===== src/rtl/imhsq_pkg.sv =====
`default_nettype none
package imhsq_pkg;
    localparam logic [1:0] KIND_INSERT  = 2'd0;
    localparam logic [1:0] KIND_EXTRACT = 2'd1;
    localparam logic [1:0] KIND_REMOVE  = 2'd2;
    localparam logic [1:0] KIND_UPDATE  = 2'd3;

    localparam logic [1:0] ST_OK     = 2'd0;
    localparam logic [1:0] ST_EMPTY  = 2'd1;
    localparam logic [1:0] ST_DUP    = 2'd2;
    localparam logic [1:0] ST_ABSENT = 2'd3;

    localparam int ID_W  = 6;
    localparam int KEY_W = 5;
    localparam int ENT_W = ID_W + KEY_W;

    typedef struct packed {
        logic [ID_W-1:0]  id;
        logic [KEY_W-1:0] key;
    } t_entry;
endpackage
`default_nettype wire


===== src/rtl/imhsq_ram.sv =====
`default_nettype none
module imhsq_ram #(
    parameter int WIDTH = 8,
    parameter int DEPTH = 64
) (
    input  wire                      i_clk,
    input  wire                      i_we,
    input  wire [$clog2(DEPTH)-1:0]  i_waddr,
    input  wire [WIDTH-1:0]          i_wdata,
    input  wire [$clog2(DEPTH)-1:0]  i_raddr,
    output logic [WIDTH-1:0]         o_rdata
);
    logic [WIDTH-1:0] r_mem [DEPTH];

    always_ff @(posedge i_clk) begin
        if (i_we) begin
            r_mem[i_waddr] <= i_wdata;
        end
        o_rdata <= r_mem[i_raddr];
    end
endmodule
`default_nettype wire


===== src/rtl/indexed_min_heap_scheduler_queue_unit.sv =====
// channel | direction | signals
// in      | input     | i_valid, o_ready, i_kind, i_proc_id, i_burst_time
// out     | output    | o_valid, i_ready, o_out_id, o_out_burst, o_status, o_count
// one transaction at a time; a sift down steps through DNL, DNR and DNCMP per heap level
// and a sift up through UPRD and UPCMP, set by the single read port of the heap memory
// a clearing pass zeroes every position map entry after reset, input stalls meanwhile
// result is held in an output register until taken; the next transaction is accepted
// meanwhile and stalls in its last cycle only if its result is ready before that one is taken
`default_nettype none
module indexed_min_heap_scheduler_queue_unit
    import imhsq_pkg::*;
#(
    parameter int NUM_PROCS = 64
) (
    input  wire         i_clk,
    input  wire         i_rst_n,
    input  wire         i_valid,
    output logic        o_ready,
    input  wire [1:0]   i_kind,
    input  wire [5:0]   i_proc_id,
    input  wire [4:0]   i_burst_time,
    output logic        o_valid,
    input  wire         i_ready,
    output logic [5:0]  o_out_id,
    output logic [4:0]  o_out_burst,
    output logic [1:0]  o_status,
    output logic [6:0]  o_count
);
    localparam int AW = $clog2(NUM_PROCS + 1);   // heap position width (1-based)
    localparam int IW = $clog2(NUM_PROCS);
    localparam int HD = 1 << AW;

    localparam logic [4:0] S_CLR = 5'd0, S_IDLE = 5'd1, S_PMR = 5'd2, S_DEC = 5'd3,
        S_ROOT = 5'd5, S_LAST = 5'd7,
        S_CHK = 5'd9, S_UPRD = 5'd11, S_UPCMP = 5'd12,
        S_DNL = 5'd13, S_DNR = 5'd14, S_DNCMP = 5'd15, S_INS = 5'd16,
        S_DONE = 5'd17, S_DUP = 5'd20;

    logic [4:0] r_st, n_st;
    logic [AW-1:0] r_clr;
    logic [1:0] r_kind;
    logic [5:0] r_id;
    logic [4:0] r_key;
    logic [AW-1:0] r_size;   // heap size
    logic [AW-1:0] r_pos;    // current sift position
    t_entry r_cur;           // entry being sifted
    t_entry r_lch;
    logic [5:0] r_oid;
    logic [4:0] r_okey;
    logic [1:0] r_ost;
    logic r_ins_after;
    logic r_ovalid;
    logic [5:0] r_res_id;
    logic [4:0] r_res_key;
    logic [1:0] r_res_st;
    logic [6:0] r_res_cnt;
    logic res_load;

    // heap memory
    logic h_we;
    logic [AW-1:0] h_wa, h_ra;
    t_entry h_wd, h_rd;
    // position memory
    logic p_we;
    logic [IW-1:0] p_wa, p_ra;
    logic [AW-1:0] p_wd, p_rd;

    imhsq_ram #(.WIDTH(ENT_W), .DEPTH(HD)) u_heap (
        .i_clk(i_clk), .i_we(h_we), .i_waddr(h_wa), .i_wdata(h_wd),
        .i_raddr(h_ra), .o_rdata(h_rd));
    imhsq_ram #(.WIDTH(AW), .DEPTH(NUM_PROCS)) u_pos (
        .i_clk(i_clk), .i_we(p_we), .i_waddr(p_wa), .i_wdata(p_wd),
        .i_raddr(p_ra), .o_rdata(p_rd));

    logic id_ok;
    assign id_ok = ({26'd0, r_id} < 32'(NUM_PROCS));
    assign o_ready = (r_st == S_IDLE);
    assign o_valid = r_ovalid;
    assign o_out_id = r_res_id;
    assign o_out_burst = r_res_key;
    assign o_status = r_res_st;
    assign o_count = r_res_cnt;

    logic [AW-1:0] n_pos, n_size, parent, lchild;
    t_entry n_cur, n_lch;
    logic [5:0] n_oid;
    logic [4:0] n_okey;
    logic [1:0] n_ost;
    logic n_ins_after, n_ovalid;
    logic [AW:0] lc_w;
    assign parent = r_pos >> 1;
    assign lc_w = {r_pos, 1'b0};

    always_comb begin
        n_st = r_st; n_pos = r_pos; n_size = r_size; n_cur = r_cur; n_lch = r_lch;
        n_oid = r_oid; n_okey = r_okey; n_ost = r_ost; n_ins_after = r_ins_after;
        n_ovalid = r_ovalid; res_load = 1'b0;
        h_we = 1'b0; h_wa = r_pos; h_wd = r_cur; h_ra = r_pos;
        p_we = 1'b0; p_wa = r_cur.id[IW-1:0]; p_wd = r_pos; p_ra = r_id[IW-1:0];
        lchild = lc_w[AW-1:0];
        if (r_ovalid && i_ready) n_ovalid = 1'b0;
        case (r_st)
            S_CLR: begin
                p_we = 1'b1; p_wa = r_clr[IW-1:0]; p_wd = '0;
                if (32'(r_clr) == NUM_PROCS - 1) n_st = S_IDLE;
            end
            S_IDLE: begin
                p_ra = i_proc_id[IW-1:0];
                if (i_valid && o_ready) n_st = S_PMR;
            end
            S_PMR: begin
                n_st = S_DEC;
            end
            S_DEC: begin
                n_oid = r_id; n_okey = '0; n_ost = ST_OK; n_ins_after = 1'b0;
                case (r_kind)
                    KIND_EXTRACT: begin
                        if (r_size == '0) begin
                            n_oid = '0; n_ost = ST_EMPTY; n_st = S_DONE;
                        end else begin
                            n_pos = AW'(1); h_ra = AW'(1); n_st = S_ROOT;
                        end
                    end
                    KIND_INSERT: begin
                        if (!id_ok) begin
                            n_ost = ST_ABSENT; n_st = S_DONE;
                        end else if (p_rd != '0) begin
                            n_ost = ST_DUP; h_ra = p_rd; n_st = S_DUP;
                        end else begin
                            n_st = S_INS;
                        end
                    end
                    default: begin
                        if (!id_ok || p_rd == '0 || p_rd > r_size) begin
                            n_ost = ST_ABSENT; n_st = S_DONE;
                        end else begin
                            n_pos = p_rd; h_ra = p_rd; n_st = S_ROOT;
                            n_ins_after = (r_kind == KIND_UPDATE);
                        end
                    end
                endcase
            end
            S_DUP: begin
                n_okey = h_rd.key; n_st = S_DONE;
            end
            S_ROOT: begin
                // h_rd is the entry being removed
                if (r_kind == KIND_EXTRACT) n_oid = h_rd.id;
                if (r_kind != KIND_UPDATE) n_okey = h_rd.key;
                p_we = 1'b1; p_wa = h_rd.id[IW-1:0]; p_wd = '0;
                h_ra = r_size;
                n_st = S_LAST;
            end
            S_LAST: begin
                n_cur = h_rd;
                n_size = r_size - 1'b1;
                if (r_pos == r_size) begin
                    n_st = S_DONE;
                end else begin
                    h_ra = parent;
                    n_st = S_CHK;
                end
            end
            S_CHK: begin
                // h_rd is parent of hole (if any)
                h_ra = parent;
                if (r_pos > AW'(1) && h_rd.key > r_cur.key) begin
                    n_st = S_UPCMP;
                end else begin
                    n_st = S_DNL;
                end
            end
            S_INS: begin
                n_size = r_size + 1'b1;
                n_pos = r_size + 1'b1;
                n_cur = '{id: r_id, key: r_key};
                n_okey = r_key;
                n_st = S_UPRD;
            end
            S_UPRD: begin
                if (r_pos == AW'(1)) begin
                    h_we = 1'b1; p_we = 1'b1; n_st = S_DONE;
                end else begin
                    h_ra = parent; n_st = S_UPCMP;
                end
            end
            S_UPCMP: begin
                if (h_rd.key > r_cur.key) begin
                    h_we = 1'b1; h_wd = h_rd;
                    p_we = 1'b1; p_wa = h_rd.id[IW-1:0]; p_wd = r_pos;
                    n_pos = parent; n_st = S_UPRD;
                end else begin
                    h_we = 1'b1; p_we = 1'b1; n_st = S_DONE;
                end
            end
            S_DNL: begin
                if (lc_w > {1'b0, r_size}) begin
                    h_we = 1'b1; p_we = 1'b1; n_st = S_DONE;
                end else begin
                    h_ra = lchild; n_st = S_DNR;
                end
            end
            S_DNR: begin
                n_lch = h_rd;
                h_ra = lchild + 1'b1;
                n_st = S_DNCMP;
            end
            S_DNCMP: begin
                if ((lc_w + 1'b1 <= {1'b0, r_size}) && h_rd.key < r_lch.key
                    && h_rd.key < r_cur.key) begin
                    h_we = 1'b1; h_wd = h_rd;
                    p_we = 1'b1; p_wa = h_rd.id[IW-1:0]; p_wd = r_pos;
                    n_pos = lchild + 1'b1; n_st = S_DNL;
                end else if (r_lch.key < r_cur.key) begin
                    h_we = 1'b1; h_wd = r_lch;
                    p_we = 1'b1; p_wa = r_lch.id[IW-1:0]; p_wd = r_pos;
                    n_pos = lchild; n_st = S_DNL;
                end else begin
                    h_we = 1'b1; p_we = 1'b1; n_st = S_DONE;
                end
            end
            S_DONE: begin
                if (r_ins_after) begin
                    n_ins_after = 1'b0; n_st = S_INS;
                end else if (!r_ovalid || i_ready) begin
                    n_ovalid = 1'b1; res_load = 1'b1; n_st = S_IDLE;
                end
            end
            default: n_st = S_IDLE;
        endcase
    end

    always_ff @(posedge i_clk) begin
        if (!i_rst_n) begin
            r_st <= S_CLR; r_clr <= '0; r_size <= '0; r_ovalid <= 1'b0;
            r_ins_after <= 1'b0;
        end else begin
            r_st <= n_st; r_size <= n_size; r_ovalid <= n_ovalid;
            r_ins_after <= n_ins_after;
            r_clr <= r_clr + 1'b1;
        end
    end

    always_ff @(posedge i_clk) begin
        if (r_st == S_IDLE && i_valid && o_ready) begin
            r_kind <= i_kind; r_id <= i_proc_id; r_key <= i_burst_time;
        end
        if (res_load) begin
            r_res_id <= r_oid; r_res_key <= r_okey; r_res_st <= r_ost;
            r_res_cnt <= 7'(r_size);
        end
        r_pos <= n_pos; r_cur <= n_cur; r_lch <= n_lch;
        r_oid <= n_oid; r_okey <= n_okey; r_ost <= n_ost;
    end

    assert property (@(posedge i_clk) disable iff (!i_rst_n)
        o_valid && !i_ready |=> o_valid && $stable(o_count))
        else $error("result dropped");
    assert property (@(posedge i_clk) disable iff (!i_rst_n)
        o_valid && !i_ready |=> $stable(o_out_id) && $stable(o_out_burst)
            && $stable(o_status))
        else $error("result changed while held");
    assert property (@(posedge i_clk) disable iff (!i_rst_n)
        32'(r_size) <= NUM_PROCS)
        else $error("size overflow");
endmodule
`default_nettype wire


===== config.mk =====
export PLATFORM = sky130hd
export DESIGN_NAME = indexed_min_heap_scheduler_queue_unit
export DESIGN_NICKNAME = d
export VERILOG_FILES = /design/src/rtl/imhsq_pkg.sv /design/src/rtl/imhsq_ram.sv /design/src/rtl/indexed_min_heap_scheduler_queue_unit.sv
export SDC_FILE = /design/constraint.sdc
export NUM_CORES = 2
export LEC_CHECK = 0
export BUFFER_PORTS_ARGS = -buffer_cell sky130_fd_sc_hd__buf_2
export CORE_MARGIN = 5
export CORE_UTILIZATION = 48
export CTS_CLUSTER_SIZE = 10
export DETAILED_ROUTE_END_ITERATION = 8
export SETUP_SLACK_MARGIN = 0.02
export SLEW_MARGIN = 20
export SYNTH_ARGS = -nofsm -noshare
export SYNTH_HDL_FRONTEND = slang
export SYNTH_HIERARCHICAL = 1
export SYNTH_SLANG_ARGS = --single-unit

===== constraint.sdc =====
create_clock -name i_clk -period 10.31 [get_ports i_clk]
set_input_delay 2.062 -clock i_clk [delete_from_list [all_inputs] [get_ports i_clk]]
set_output_delay 2.062 -clock i_clk [all_outputs]
set_load 0.02 [all_outputs]

# == Word level (Yosys, flattened, before mapping) ==
# Memories as Yosys holds them, arrays and structs flattened. A register that Yosys moved wholly into a read port is not among the register bits.
# Cells that the tools add are included.
# word_totals
input_bits,17
register_bits,96
word_cells,159
ram_bits,1856
memories,2
# classes
addsub,5
n_reduce_logical,27
magnitude_cmp,8
n_eq_ne,28
mux,69
# mem_list
name,depth,width,rd,rd_ports_with_merged_regs,write_ports,line_no,text
u_heap.r_mem,128,11,1,1,1,imhsq_ram.sv:13,logic [WIDTH-1:0] r_mem [DEPTH];
u_pos.r_mem,64,7,1,1,1,imhsq_ram.sv:13,
# op_table
cell,count
case mux 5 bit (15 select lines),1
2-to-1 mux 7 bit,10
2-to-1 mux 5 bit,13
case mux 7 bit (7 select lines),1
case mux 11 bit (2 select lines),2
2-to-1 mux 6 bit,7
case mux 7 bit (2 select lines),3
2-to-1 mux 11 bit,3
"== test 5 x 4 -> 1 bit, second input constant",6
case mux 7 bit (4 select lines),1
case mux 6 bit (4 select lines),1
"adder 7 x 1 -> 7 bit, second input constant",3
case mux 5 bit (4 select lines),1
2-to-1 mux 1 bit,17
"== test 5 bit, second input constant",3
< comparator 5 bit,3
logical NOT 7 bit,2
"!= test 2 bit, second input constant",6
case mux 6 bit (2 select lines),1
"== test 5 x 2 -> 1 bit, second input constant",2
"== test 5 x 3 -> 1 bit, second input constant",2
case mux 5 bit (2 select lines),1
"adder 8 x 1 -> 8 bit, second input constant",1
> comparator 8 x 7 -> 1 bit,1
31 further kinds,46

# == Longest topological paths before layout ==
# logic_depth
ltp_word,6
depth_mapped,18
mapped_depth_nobuf,13

# == Hierarchy ==
# Netlist, hierarchy kept.
# modules_own_cells
mod,area_per_inst_um2,cells_each,instances
imhsq_ram (u_heap),54223.3,2178,1
imhsq_ram (u_pos),17635.7,827,1
indexed_min_heap_scheduler_queue_unit,6025.8,633,1

# == Least setup slack after synthesis ==
# Ideal clock, no wire load.
# synth_timing
path_kind,reg2reg
from,register r_size[2]
to,"memory u_heap/r_mem[0][0] (netlist name), data pin"
stages_incl_launch_ff,11
synth_period_minus_slack_ns,7.965
path_slack_ns,2.345
arrival_time_ns,6.768
t_required_ns,9.113
setup_ns,1.197
path_cell_list,dfxtp_1 buf_1 inv_1 ha_1 nand3b_1 a21oi_1 o2bb2ai_1 nand4_1 nand2_1 clkbuf_1 o21ai_0
# synth_lines
element,line_no,text
from (decl),indexed_min_heap_scheduler_queue_unit.sv:44,logic [AW-1:0] r_size;
from (signal assigned),indexed_min_heap_scheduler_queue_unit.sv:238,r_st <= n_st; r_size <= n_size; r_ovalid <= n_ovalid;
to (decl),imhsq_ram.sv:13,

# == Final worst setup path ==
# layout_timing
from,register r_st[0]
to,"register u_heap.o_rdata[1], read port of u_heap.r_mem"
# layout_via
elab_chain_cells,2
word_cells_on_any_way,8
classes_between,eq/ne (7); mux (1)
# layout_lines
element,line_no,text
from (decl),indexed_min_heap_scheduler_queue_unit.sv:39,"logic [4:0] r_st, n_st;"
from (signal assigned),indexed_min_heap_scheduler_queue_unit.sv:238,
"== test 5 x 4 -> 1 bit, or another cell as far along",indexed_min_heap_scheduler_queue_unit.sv:102,case (r_st)
case mux 7 bit (7 select lines) (*),indexed_min_heap_scheduler_queue_unit.sv:102,
net h_ra[0],indexed_min_heap_scheduler_queue_unit.sv:61,"logic [AW-1:0] h_wa, h_ra;"
to (decl),imhsq_ram.sv:11,output logic [WIDTH-1:0] o_rdata
# The timed path passes the listed nets; every way through them passes the cells marked *.
# A chain may end at the register's enable or synchronous reset.

==> results.md <==
- Synthesis-to-layout area growth: 11.9%
- Final min period: 6.59 ns
- Hold WC Path Type: register to register
- R2R cell count: 14
- Routed WL per cell: 31.3 um
- Crit path cell chain: nand2_1, or3_1, inv_1, and2_1, nor2b_1, o21ai_0, nand4_1, buf_4, buf_12, buf_4, mux4_2, mux4_2, mux4_2, mux2_2
- Gpl congestion: a little under 0.9
- Worst Hold End: o_out_id[1]
- Worst EP arrival: between 7 and 8 ns
- CP dominant cell by count: mux4_2
- DRT iter0 DRCs: ~4,600
- Vias: between 30,000 and 40,000
- Fin crit share: roughly 64%
- Asr flop ratio synth: 0%
- Reg-to-Reg End: u_heap/o_rdata[1]
- Maximum VDD drop: about 0.18 mV
- Proportion of layout cells with a drive suffix above 1: 28.0%
- Area taken by flip-flops and latches: 58,800 um^2
- Final setup viols: 0
- DRC: 0
- Crit-path max FO: between 90 and 100
- RSZ-0062 raised after global routing: false
- Hold_sp: r_oid[1]
- WHS: 0.417 ns
- Reg2Reg Setup Slack: between 3 and 4 ns
- Fin Setup TNS: 0 ns
- CP Launch Type: register
- Overflow after GRT: 0
- Final count of hold timing violations: 0
- Global-route wire length before repair: approximately 270 mm
- Initial Utilization: 48.4%
- Yosys Warn Count: 6
- TritonCTS clock tree: yes
- Hold Path Stages: 0
- Clock Sink Count: ~2,000
- DR vias/cell: around 6.3
- Initial antenna violation count: 10
- CP max-delay cell: dfxtp_1
- Final ANT Viol Nets: 0
- Die Area: 170,000 um^2
- Core Footprint: 161,000 um^2
- I/O Pins: 39
- Post-synth top flop: edfxtp_1
- Setup Skew: approximately 0.047 ns
- Slew margin rel.: a little under a quarter
- Post-CTS sizing: 0
- CTS Hold Bufs: 0
- Pwr dens: ~180 nW/um^2
- Row Count: 147
- Root buf cell: clkbuf_16
- Critical Path End Type: register
- Status: complete, no violations
- Sequential-to-total area share from yosys stat: between 70 and 80%
- Die W: 413 um
- Pleak: between 20 and 30 nW
- Num CTS Buffers: ~220
- Final WL: about 190 mm
- CTS max path bufs: 3
- Die Span Y: 413 um
- Achievable Freq: about 150 MHz
- Post-CTS setup buffer count: 0
- Multi-input logic area: ~19,000 um^2
- Total GRT Usage: ~22%
- Clock Latency Late Sink: a little over 0.8 ns
- Vias in the first global route: around 38,000
- IO buf count: 38
- Yosys reg bits: just under 2,000
- Fill cells: 12,171
- Largest net degree at the start of global routing: roughly 140
- Drt first pass iters: 6
- Reg-to-reg startpoint: r_st[0]
- Worst EP required: between 10 and 15 ns
- Max-cap viol count: 0
- Netlist Area Pre-Place: about 78,000 um^2
- Largest stage delay, worst path: 0.81 ns
- Mean Syn Cell Area: around 21 um^2
- Post-synth EDFFs: 1,931
- Synth cell types: between 70 and 80
- Syn nets: ~3,700
- Gate Count Post-Synth: approximately 3,600
- Worst Max-Slew Pin Slew: approximately 1.1 ns
- Reg clk slew, reported paths: ~0.060 ns
- DP HPWL: 112 mm
- Final nets: approximately 3,800
- CP Class: register to register
- Count of pins over their slew limit: 0
- H-Tree Depth: 4
[stage by stage]
step	area (um^2)	total power, mW	instances	utilization, %	worst slack [ns]
after floorplan	77900	8.86	3638	-	2.34
after global placement	80900	8.88	5739	50.3	3.75
after detailed placement	81000	8.88	5739	50.3	3.71
after CTS	87000	15.7	6041	54.1	3.70
after global routing	87100	16.0	6043	54.1	3.26
final	87200	15.5	6046	54.2	3.72
[cell usage in the layout (no fill, tap or decap), types with 30 or more instances in the layout]
master / Yosys / final
edfxtp_1: 1931 / 1931
buf_2: 50 / 38
buf_4: 5 / 98
ha_1: 30 / 30
nand2_1: 125 / 116
clkbuf_16: 0 / 221
mux4_2: 574 / 574
nor2_2: 0 / 67
nor2_1: 227 / 160
a21oi_1: 42 / 42
nand3_1: 39 / 37
dfxtp_1: 39 / 39
clkbuf_1: 111 / 60
[per-layer routing]
metal / global-route usage, % / vias up / part of all wire, % / wire length, um
met5: 0 / - / 0 / 0
met4: 4.93 / 0 / 1.9 / 3570
met3: 4.66 / 252 / 8.2 / 15600
met2: 33.7 / 1690 / 47 / 88000
met1: 33.9 / 20333 / 43 / 81800
li1: - / 15526 / - / -
[power breakdown]
| part | switching, mW | internal (mW) | total (mW) |
|---|---|---|---|
| logic | 0.0268 | 0.0101 | 0.0369 |
| clock network | 2.92 | 3.89 | 6.81 |
| registers | 0.00320 | 8.67 | 8.68 |
[critical path, delay by kind of cell, from the launching register on]
kind | cells | cell delay [ns]
muxes | 4 | 2.02
buffers and inverters | 4 | 1.87
and+or+nand+nor | 5 | 1.57
DFF | 1 | 0.81
AOI/OAI and AO/OA | 1 | 0.09
[final cells by class]
class                   instances  area share [%]
inverters                      27           0.116
multi-input cells            1442            21.2
clock inverters                18           0.274
diodes                          3         0.00861
flip-flops and latches       1970            67.4
well taps                    2160            3.10
repair buffers                142            1.19
clock buffers                 284            6.65
[cell families after synthesis]
group / after synthesis / synth area share (%)
AOI/OAI and AO/OA: 227 / 2.06
buffers and inverters: 226 / 1.30
adders and majority gates: 30 / 0.482
xor gates and xnor gates: 24 / 0.270
and+or+nand+nor: 537 / 3.16
DFF: 1970 / 75.5
muxes: 624 / 17.3
[worst max path at each step]
stage / startpoint / endpoint / slack (ns) / cells past startpoint
5_1_grt: r_st[0] / u_heap/o_rdata[1] / 3.26 / 14
3_3_place_gp: r_st[1] / u_heap/o_rdata[1] / 3.75 / 14
6_report: r_st[0] / u_heap/o_rdata[1] / 3.72 / 14
2_1_floorplan: r_size[2] / u_heap/r_mem[0][0] / 2.34 / 10
4_1_cts: r_st[0] / u_heap/o_rdata[1] / 3.70 / 14
3_5_place_dp: r_st[0] / u_heap/o_rdata[1] / 3.71 / 14
[synth_stat cells (all sizes together), types with 3 or more instances]
| cell | instances | share of area [%] |
|---|---|---|
| a211oi | 10 | 0.10 |
| a21boi | 6 | 0.058 |
| a21o | 4 | 0.039 |
| a21oi | 42 | 0.27 |
| a221oi | 3 | 0.034 |
| a222oi | 14 | 0.18 |
| a22o | 11 | 0.12 |
| a22oi | 20 | 0.19 |
| a2bb2oi | 7 | 0.079 |
| a31oi | 3 | 0.024 |
| a32oi | 4 | 0.045 |
| and2 | 19 | 0.15 |
| and3 | 7 | 0.063 |
| and3b | 3 | 0.034 |
| buf | 87 | 0.62 |
| clkbuf | 112 | 0.54 |
| dfxtp | 39 | 1.0 |
| edfxtp | 1931 | 74 |
| ha | 30 | 0.48 |
| inv | 27 | 0.13 |
| mux2 | 24 | 0.35 |
| mux2i | 26 | 0.33 |
| mux4 | 574 | 17 |
| nand2 | 125 | 0.60 |
| nand2b | 17 | 0.14 |
| nand3 | 39 | 0.25 |
| nand3b | 5 | 0.048 |
| nand4 | 13 | 0.10 |
| nand4b | 3 | 0.034 |
| nor2 | 227 | 1.1 |
| nor2b | 21 | 0.17 |
| nor3 | 31 | 0.20 |
| nor3b | 4 | 0.039 |
| o211ai | 5 | 0.048 |
| o21a | 4 | 0.039 |
| o21ai | 38 | 0.24 |
| o221ai | 10 | 0.11 |
| o22ai | 15 | 0.12 |
| o31ai | 11 | 0.11 |
| or3 | 10 | 0.080 |
| or4 | 3 | 0.029 |
| xnor2 | 22 | 0.25 |
[state kept, by name (all words and copies together) (netlist names), 11 cells and up]
signal / flops
r_cur: 11
r_lch: 11
u_heap/o_rdata: 11
u_heap/r_mem: 1408
u_pos/r_mem: 448
No activity file was read; power rests on OpenSTA's default activity.
